==> config.mk <==
export PLATFORM = sky130hd
export DESIGN_NAME = rc_channel_frame_builder_flat
export DESIGN_NICKNAME = d
export VERILOG_FILES = /design/src/hdl/rcfb_pkg.sv /design/src/hdl/rcfb_in_if.sv /design/src/hdl/rcfb_out_if.sv /design/src/hdl/rc_channel_frame_builder.sv /design/src/hdl/rcfb_packer.sv /design/src/flat_wrapper.sv
export VERILOG_INCLUDE_DIRS = /design/src /design/src/hdl
export SDC_FILE = /design/constraint.sdc
export NUM_CORES = 1
export LEC_CHECK = 0
export BUFFER_PORTS_ARGS = -buffer_cell sky130_fd_sc_hd__clkbuf_2
export CAP_MARGIN = 30
export CORE_MARGIN = 10
export CORE_UTILIZATION = 45
export CTS_BUF_LIST = sky130_fd_sc_hd__clkbuf_8
export DETAILED_ROUTE_END_ITERATION = 10
export SLEW_MARGIN = 20
export SYNTH_ARGS = -nofsm -noshare
export SYNTH_HDL_FRONTEND = slang
export SYNTH_SLANG_ARGS = --single-unit
==> constraint.sdc <==
create_clock -name clk -period 10.6 [get_ports clk]
set_clock_uncertainty 0.05 [all_clocks]
set_input_delay 1.06 -clock clk [delete_from_list [all_inputs] [get_ports clk]]
set_output_delay 1.06 -clock clk [all_outputs]
set_load 0.02 [all_outputs]
==> src/hdl/rc_channel_frame_builder_assert.svh <==
// ----------------------------------------------------------------------------
// rc_channel_frame_builder_assert.svh
// Assertion macros used by rcfb_packer. The macros expect
// clk and rst_n to be in scope where they are used.
// ----------------------------------------------------------------------------
`ifndef RC_CHANNEL_FRAME_BUILDER_ASSERT_SVH
`define RC_CHANNEL_FRAME_BUILDER_ASSERT_SVH

`ifndef NO_ASSERTIONS
// Same-cycle implication.
`define RCFB_ASSERT(lbl, ante, cons) \
    lbl: assert property (@(posedge clk) disable iff (!rst_n) (ante) |-> (cons)) \
        else $error("%m: assertion failed");
// Next-cycle implication.
`define RCFB_ASSERT_NEXT(lbl, ante, cons) \
    lbl: assert property (@(posedge clk) disable iff (!rst_n) (ante) |=> (cons)) \
        else $error("%m: assertion failed");
`else
`define RCFB_ASSERT(lbl, ante, cons)
`define RCFB_ASSERT_NEXT(lbl, ante, cons)
`endif

`endif

==> src/hdl/rcfb_pkg.sv <==
// ----------------------------------------------------------------------------
// rcfb_pkg
// Shared constants, types and the CRC-8 byte update for the frame builder.
// ----------------------------------------------------------------------------
package rcfb_pkg;

    localparam int unsigned CHAN_W = 11;

    // Header bytes.
    localparam logic [7:0] HDR_DEST = 8'hEE;
    localparam logic [7:0] HDR_LEN  = 8'd24;
    localparam logic [7:0] HDR_TYPE = 8'h16;

    // CRC-8 generator, MSB first, zero initial value.
    localparam logic [7:0] CRC_POLY = 8'hD5;

    // Channel index of the last channel in a frame.
    localparam logic [3:0] LAST_CHAN = 4'd15;

    // One output item.
    typedef struct packed {
        logic [7:0] out_byte;
        logic       run_last;
        logic       frame_end;
    } rcfb_beat_t;

    // Handshake status from the packer to the top level.
    typedef struct packed {
        logic emit;
        logic item_done;
    } rcfb_pk_stat_t;

    // Fold one byte into the CRC, one bit per loop step.
    function automatic logic [7:0] crc8_update(input logic [7:0] crc, input logic [7:0] data);
        logic [7:0] c;
        c = crc ^ data;
        for (int i = 0; i < 8; i++) begin
            c = c[7] ? ((c << 1) ^ CRC_POLY) : (c << 1);
        end
        return c;
    endfunction

endpackage

==> src/hdl/rcfb_in_if.sv <==
// ----------------------------------------------------------------------------
// rcfb_in_if
// Channel value stream with valid/ready handshake.
// ----------------------------------------------------------------------------
interface rcfb_in_if;
    logic                         valid;
    logic                         ready;
    logic [rcfb_pkg::CHAN_W-1:0]  channel_value;

    modport source (output valid, output channel_value, input ready);
    modport sink   (input valid, input channel_value, output ready);
endinterface

==> src/hdl/rcfb_out_if.sv <==
// ----------------------------------------------------------------------------
// rcfb_out_if
// Frame byte stream with valid/ready handshake.
// ----------------------------------------------------------------------------
interface rcfb_out_if;
    logic       valid;
    logic       ready;
    logic [7:0] out_byte;
    logic       run_last;
    logic       frame_end;

    modport source (output valid, output out_byte, output run_last, output frame_end,
                    input ready);
    modport sink   (input valid, input out_byte, input run_last, input frame_end,
                    output ready);
endinterface

==> src/hdl/rc_channel_frame_builder.sv <==
// ----------------------------------------------------------------------------
// rc_channel_frame_builder
// The first byte of an item passes through the input slot and the output
// register; its other bytes follow one per cycle unless the output stalls.
// Throughput: one output byte per cycle unless the output stalls; an item
// holds the input slot until the last of its bytes (1 to 4) is emitted.
// Reset (rst_n, asynchronous, active low) empties both stages and starts a
// new frame with its header.
// Packs sixteen 11-bit channels into a 26-byte frame with header and CRC-8.
// ----------------------------------------------------------------------------
module rc_channel_frame_builder (
    input  logic        clk,
    input  logic        rst_n,
    rcfb_in_if.sink     channel,
    rcfb_out_if.source  stream
);

    logic                         slot_valid_reg;
    logic [rcfb_pkg::CHAN_W-1:0]  slot_value_reg;
    logic                         out_valid_reg;
    rcfb_pkg::rcfb_beat_t         out_beat_reg;
    rcfb_pkg::rcfb_beat_t         pk_beat;
    rcfb_pkg::rcfb_pk_stat_t      pk_stat;
    logic                         out_space;
    logic                         in_fire;

    // The output register takes a byte when empty or being drained.
    assign out_space     = !out_valid_reg || stream.ready;
    assign channel.ready = !slot_valid_reg || pk_stat.item_done;
    assign in_fire       = channel.valid && channel.ready;

    // Input slot holding the item being packed.
    always_ff @(posedge clk or negedge rst_n)
    begin
        if (!rst_n) begin
            slot_valid_reg <= 1'b0;
        end else if (in_fire) begin
            slot_valid_reg <= 1'b1;
        end else if (pk_stat.item_done) begin
            slot_valid_reg <= 1'b0;
        end
    end

    always_ff @(posedge clk)
    begin
        if (in_fire) begin
            slot_value_reg <= channel.channel_value;
        end
    end

    rcfb_packer u_packer (
        .clk           (clk),
        .rst_n         (rst_n),
        .item_valid    (slot_valid_reg),
        .channel_value (slot_value_reg),
        .out_space     (out_space),
        .beat          (pk_beat),
        .stat          (pk_stat)
    );

    // Output register.
    always_ff @(posedge clk or negedge rst_n)
    begin
        if (!rst_n) begin
            out_valid_reg <= 1'b0;
        end else if (pk_stat.emit) begin
            out_valid_reg <= 1'b1;
        end else if (stream.ready) begin
            out_valid_reg <= 1'b0;
        end
    end

    always_ff @(posedge clk)
    begin
        if (pk_stat.emit) begin
            out_beat_reg <= pk_beat;
        end
    end

    assign stream.valid     = out_valid_reg;
    assign stream.out_byte  = out_beat_reg.out_byte;
    assign stream.run_last  = out_beat_reg.run_last;
    assign stream.frame_end = out_beat_reg.frame_end;

endmodule

==> src/hdl/rcfb_packer.sv <==
// ----------------------------------------------------------------------------
// rcfb_packer
// Holds the frame state and walks through the bytes caused by the held
// channel item, a byte per cycle unless stalled: header, payload, closing CRC.
// ----------------------------------------------------------------------------
`include "rc_channel_frame_builder_assert.svh"

module rcfb_packer (
    input  logic                         clk,
    input  logic                         rst_n,
    input  logic                         item_valid,
    input  logic [rcfb_pkg::CHAN_W-1:0]  channel_value,
    input  logic                         out_space,
    output rcfb_pkg::rcfb_beat_t         beat,
    output rcfb_pkg::rcfb_pk_stat_t      stat
);

    // Frame state.
    logic [3:0] ch_reg;
    logic [3:0] ch_next;
    logic [6:0] left_reg;
    logic [6:0] left_next;
    logic [2:0] lc_reg;
    logic [2:0] lc_next;
    logic [7:0] crc_reg;
    logic [7:0] crc_next;
    logic [1:0] step_reg;
    logic [1:0] step_next;

    logic [23:0] acc;
    logic        two_bytes;
    logic [2:0]  hdr_n;
    logic [2:0]  pay_n;
    logic [2:0]  last_step;
    logic [2:0]  step_w;
    logic [2:0]  pay_idx;
    logic        is_hdr;
    logic        is_pay;
    logic        is_crc;
    logic        is_last;
    logic        emit;
    logic        item_done;
    logic [7:0]  byte_val;
    logic [7:0]  hdr_byte;

    // Merge the new channel bits above the leftover bits.
    assign acc       = {17'd0, left_reg} | ({13'd0, channel_value} << lc_reg);
    assign two_bytes = (lc_reg >= 3'd5);
    assign hdr_n     = (ch_reg == 4'd0) ? 3'd3 : 3'd0;
    assign pay_n     = two_bytes ? 3'd2 : 3'd1;
    assign last_step = hdr_n + pay_n + {2'd0, (ch_reg == rcfb_pkg::LAST_CHAN)} - 3'd1;

    // Classify the current step.
    assign step_w  = {1'b0, step_reg};
    assign pay_idx = step_w - hdr_n;
    assign is_hdr  = (step_w < hdr_n);
    assign is_pay  = !is_hdr && (pay_idx < pay_n);
    assign is_crc  = !is_hdr && !is_pay;
    assign is_last = (step_w == last_step);

    assign emit      = item_valid && out_space;
    assign item_done = emit && is_last;

    // Header byte for the current step.
    always_comb
    begin
        unique case (step_reg)
            2'd0:    hdr_byte = rcfb_pkg::HDR_DEST;
            2'd1:    hdr_byte = rcfb_pkg::HDR_LEN;
            default: hdr_byte = rcfb_pkg::HDR_TYPE;
        endcase
    end

    // Output byte selection.
    always_comb
    begin
        if (is_hdr) begin
            byte_val = hdr_byte;
        end else if (is_pay) begin
            byte_val = pay_idx[0] ? acc[15:8] : acc[7:0];
        end else begin
            byte_val = crc_reg;
        end
    end

    assign beat.out_byte  = byte_val;
    assign beat.run_last  = is_last;
    assign beat.frame_end = is_crc;
    assign stat.emit      = emit;
    assign stat.item_done = item_done;

    // Next-state logic for the frame state and the step counter.
    always_comb
    begin
        ch_next   = ch_reg;
        left_next = left_reg;
        lc_next   = lc_reg;
        crc_next  = crc_reg;
        step_next = step_reg;
        if (emit) begin
            step_next = is_last ? 2'd0 : step_reg + 2'd1;
            if (is_hdr && step_reg == 2'd2) begin
                crc_next = rcfb_pkg::crc8_update(8'd0, rcfb_pkg::HDR_TYPE);
            end else if (is_pay) begin
                crc_next = rcfb_pkg::crc8_update(crc_reg, byte_val);
            end
        end
        if (item_done) begin
            if (ch_reg == rcfb_pkg::LAST_CHAN) begin
                ch_next   = 4'd0;
                left_next = 7'd0;
                lc_next   = 3'd0;
                crc_next  = 8'd0;
            end else begin
                ch_next   = ch_reg + 4'd1;
                left_next = two_bytes ? acc[22:16] : acc[14:8];
                lc_next   = two_bytes ? lc_reg - 3'd5 : lc_reg + 3'd3;
            end
        end
    end

    always_ff @(posedge clk or negedge rst_n)
    begin
        if (!rst_n) begin
            ch_reg   <= 4'd0;
            left_reg <= 7'd0;
            lc_reg   <= 3'd0;
            crc_reg  <= 8'd0;
            step_reg <= 2'd0;
        end else begin
            ch_reg   <= ch_next;
            left_reg <= left_next;
            lc_reg   <= lc_next;
            crc_reg  <= crc_next;
            step_reg <= step_next;
        end
    end

    // A frame always starts with no leftover payload bits.
    `RCFB_ASSERT(a_frame_start_empty, ch_reg == 4'd0, lc_reg == 3'd0 && left_reg == 7'd0)
    // The step counter never runs past the item's last byte.
    `RCFB_ASSERT(a_step_bound, item_valid, step_w <= last_step)
    // The closing CRC is only sent as the last byte of the last channel.
    `RCFB_ASSERT(a_crc_at_end, emit && is_crc, ch_reg == rcfb_pkg::LAST_CHAN && is_last)
    // Finishing the last channel clears the frame state.
    `RCFB_ASSERT_NEXT(a_wrap_clears, item_done && ch_reg == rcfb_pkg::LAST_CHAN,
                      ch_reg == 4'd0 && crc_reg == 8'd0 && step_reg == 2'd0)

endmodule

==> src/flat_wrapper.sv <==
// flat-port wrapper written by rule: the top's interface ports become plain ports
module rc_channel_frame_builder_flat 
  (clk, rst_n, channel_valid, channel_channel_value, channel_ready, stream_valid, stream_out_byte, stream_run_last, stream_frame_end, stream_ready);
  rcfb_in_if channel_i ();
  rcfb_out_if stream_i ();
  input  logic clk;
  input  logic rst_n;
  input wire logic [$bits(channel_i.valid)-1:0] channel_valid;
  input wire logic [$bits(channel_i.channel_value)-1:0] channel_channel_value;
  output wire logic [$bits(channel_i.ready)-1:0] channel_ready;
  output wire logic [$bits(stream_i.valid)-1:0] stream_valid;
  output wire logic [$bits(stream_i.out_byte)-1:0] stream_out_byte;
  output wire logic [$bits(stream_i.run_last)-1:0] stream_run_last;
  output wire logic [$bits(stream_i.frame_end)-1:0] stream_frame_end;
  input wire logic [$bits(stream_i.ready)-1:0] stream_ready;
  assign channel_i.valid = channel_valid;
  assign channel_i.channel_value = channel_channel_value;
  assign channel_ready = channel_i.ready;
  assign stream_valid = stream_i.valid;
  assign stream_out_byte = stream_i.out_byte;
  assign stream_run_last = stream_i.run_last;
  assign stream_frame_end = stream_i.frame_end;
  assign stream_i.ready = stream_ready;
  rc_channel_frame_builder u_core (.clk(clk), .rst_n(rst_n), .channel(channel_i), .stream(stream_i));
endmodule
==> results by group <==
Yosys
  • Share of the synthesized area in the top cell type: 0.1942
  • Syn Inst Count: 321
  • Synth warnings: 0
  • Seq cells post-synth: between 40 and 50
  • Mapped Nets: between 300 and 400
  • Synth unique cells: between 60 and 70
  • Post-synthesis sequential area ratio: 0.3824
  • Post-Syn Area: around 3400 sq um
  • Top_reg_cell synth: dfrtp_1
  • Synth area leader: dfrtp_1
  • EDFF count, synth: 21
  • Post-synth ARST share: 0.5532
  • Largest cells by area after synthesis: dfrtp_1 (19%), edfxtp_1 (19%), mux4_1 (4.7%)
  • Syn avg cell area: roughly 10 sq um

Critical path
  • Worst setup path endpoint: channel_ready
  • WS Path Type: reg2out
  • Reg2Reg Depth: 12
  • Worst Setup End Kind: output pin
  • Critical R2R Launch: u_core.u_packer.lc_reg[0]$_DFFE_PN0P_
  • CP max FO: 22
  • RR Endpoint: u_core.slot_value_reg[10]$_DFFE_PP_
  • R2r setup slk: 6.05 ns
  • Crit start category: flop
  • Critical Path AT: 4.23 ns
  • Worst Path Required: between 9 and 10 ns
  • Setup crit start: u_core.u_packer.lc_reg[0]$_DFFE_PN0P_

Route
  • DR iter-0 viols: between 200 and 250
  • Wirelength per Cell: 16.93 um
  • Via count: between 2,000 and 3,000
  • Routed WL: ~7400 um
  • DR pass1 iterations: 4
  • DRC: 0
  • Vias/cell: between 5 and 6
  • Final ANT Viol Nets: 0

Cells and area
  • Footprint of the multi-input gates: 1911 sq um
  • Max reg flops: 11
  • Area delta synth->final: 8.290%
  • Storage cell area: 1281 sq um
  • Layout cell share with drive strength beyond 1: 0.1445
  • Fillers: ~670
  • N_diodes: 0
  • Nets: ~370

Run
  • Max-Cap Viols: 0

Floorplan
  • Core footprint: between 7000 and 8000 sq um
  • Die width: between 100 and 150 um
  • Die H: around 110 um
  • # IOs: 27
  • Initial core utilization: 0.4620
  • Die area: 11,300 sq um
  • Cell Rows: 31

Hold path
  • Worst min path class: reg2reg

Status
  • Outcome: complete, no violations

Clocking
  • Clock slew seen by the registers of the worst setup and hold paths: approximately 0.090 ns
  • CTS H-tree depth: 2
  • Clock Path Buffers: 2
  • CTS tree: done
  • Worst skew pair latency: 0.31 ns
  • CTS buffer count: 5
  • PostCTS Resize Cnt: 0
  • Post-CTS Repair Setup Buffers: 0
  • Sink Count: 47
  • Hold Buf Count CTS: 0
  • Root buf cell: clkbuf_8

GRT
  • Vias in the first global route: between 2,000 and 2,500
  • First-pass GRT wire length: roughly 12,000 um
  • Largest net degree at the start of global routing: 27
  • Initial antenna violation count: 0
  • Gr ovfl total: 0
  • GRT Resource Usage Total: 0.1349

STA
  • RSZ-0062 raised after global routing: no
  • Setup TNS: 0 ns
  • Final setup violation count: 0
  • Final period util: 0.5035
  • Final hold vios: 0
  • Worst slew pin tran: between 0.7 and 0.8 ns
  • Relative slew slack: 0.4600
  • Min cycle time layout: 5.337 ns
  • Max Transition Viols Final: 0
  • Max Clock Freq: 187.4 MHz

Placement
  • Dpl hpwl: about 5600 um
  • PortBufs: 26
  • Placer Congestion: 0.8913
[cells in the mapped netlist (all sizes together), types with 4 or more instances]
master	number
xnor2	13
xor2	9
a211o	4
nand3	6
nand4	5
edfxtp	21
or3	4
o21ai	18
mux4	9
inv	21
nor3	5
nor2	10
nand2	37
nand2b	7
mux2i	11
nor3b	4
and2	6
dfrtp	26
clkbuf	10
ha	12
buf	6
a31oi	9
nor2b	5
a21oi	12
[layout by cell type (no fill, tap or decap), types with 5 or more instances in the layout]
cell type  instances
nand3_1            6
mux2i_1           11
inv_1             22
nor3_1             5
ha_1              12
a21oi_1           12
and2_1             6
nor2b_1            5
mux4_1             6
clkbuf_8           7
edfxtp_1          21
o21ai_0           18
a31oi_1            8
clkbuf_2          26
nor2_1            10
xor2_1             8
nand2b_1           7
xnor2_1           13
nand2_1           37
dfrtp_1           26
[cell families (layout without fill, tap and decap cells)]
kind of cell | after synthesis | after routing | synth area share
AND/OR/NAND/NOR | 97 | 97 | 0.1553
AO/OA/AOI/OAI | 77 | 77 | 0.1680
flip-flops | 47 | 47 | 0.3824
buffers and inverters | 38 | 56 | 0.04743
XOR/XNOR | 25 | 25 | 0.07991
multiplexers | 23 | 23 | 0.1102
adder cells (fa/ha/maj) | 14 | 14 | 0.05676
[worst max-delay path, cell delays in order, from the launching register on]
cell and delay (ns):
dfrtp_1 0.88, ha_1 0.29, nor3_1 0.05, nor2_1 0.26, inv_1 0.21, ha_1 0.32, inv_1 0.05, fa_1 0.48
xor2_1 0.15, nor3_1 0.43, nand2_1 0.39, nand2_1 0.23, clkbuf_2 0.19
[routing by layer]
| layer | vias up | part of all wire | global-route usage |
|---|---|---|---|
| met5 | - | 0 | 0 |
| met4 | 0 | 0.025 | 0.05513 |
| met3 | 15 | 0.048 | 0.03442 |
| met2 | 70 | 0.46 | 0.2107 |
| met1 | 1196 | 0.47 | 0.1744 |
| li1 | 1224 | - | - |
[worst min-delay path by stage]
| stage | from | endpoint | slack [ns] | depth (start not counted) |
|---|---|---|---|---|
| 6_report | u_core.u_packer.ch_reg[3]$_DFFE_PN0P_ | u_core.u_packer.ch_reg[3]$_DFFE_PN0P_ | 0.46 | 1 |
| 3_3_place_gp | u_core.u_packer.left_reg[5]$_DFFE_PN0P_ | u_core.u_packer.left_reg[5]$_DFFE_PN0P_ | 0.44 | 1 |
| 3_5_place_dp | u_core.u_packer.ch_reg[3]$_DFFE_PN0P_ | u_core.u_packer.ch_reg[3]$_DFFE_PN0P_ | 0.44 | 1 |
| 2_1_floorplan | u_core.u_packer.left_reg[6]$_DFFE_PN0P_ | u_core.u_packer.left_reg[6]$_DFFE_PN0P_ | 0.39 | 2 |
| 5_1_grt | u_core.u_packer.ch_reg[3]$_DFFE_PN0P_ | u_core.u_packer.ch_reg[3]$_DFFE_PN0P_ | 0.49 | 1 |
| 4_1_cts | u_core.u_packer.ch_reg[3]$_DFFE_PN0P_ | u_core.u_packer.ch_reg[3]$_DFFE_PN0P_ | 0.46 | 1 |
[layout make-up]
cell class / count / share of cell area
timing repair buffer: 26 / 0.03586
tap: 99 / 0.03414
clock inverter: 1 / 0.001034
clock buffer: 7 / 0.02655
multi-input combinational: 236 / 0.5266
inverter: 22 / 0.02276
sequential: 47 / 0.3531
[per-stage QoR]
step                      worst slack (ns)  cell area [sq um]  cells  hold slack (ns)  utilization
after global placement               5.823               3528    430           0.4359       0.4865
after detailed placement             5.648               3528    430           0.4383       0.4865
final                                5.263               3628    438           0.4552       0.5003
after global routing                 4.838               3628    438           0.4888       0.5003
after CTS                            5.277               3628    438           0.4585       0.5003
after floorplan                      6.648               3351    321           0.3924            -
Power is left out: the tool's default activity adds up to more than one toggle a clock period on the data nets, which glitch-free logic cannot reach.
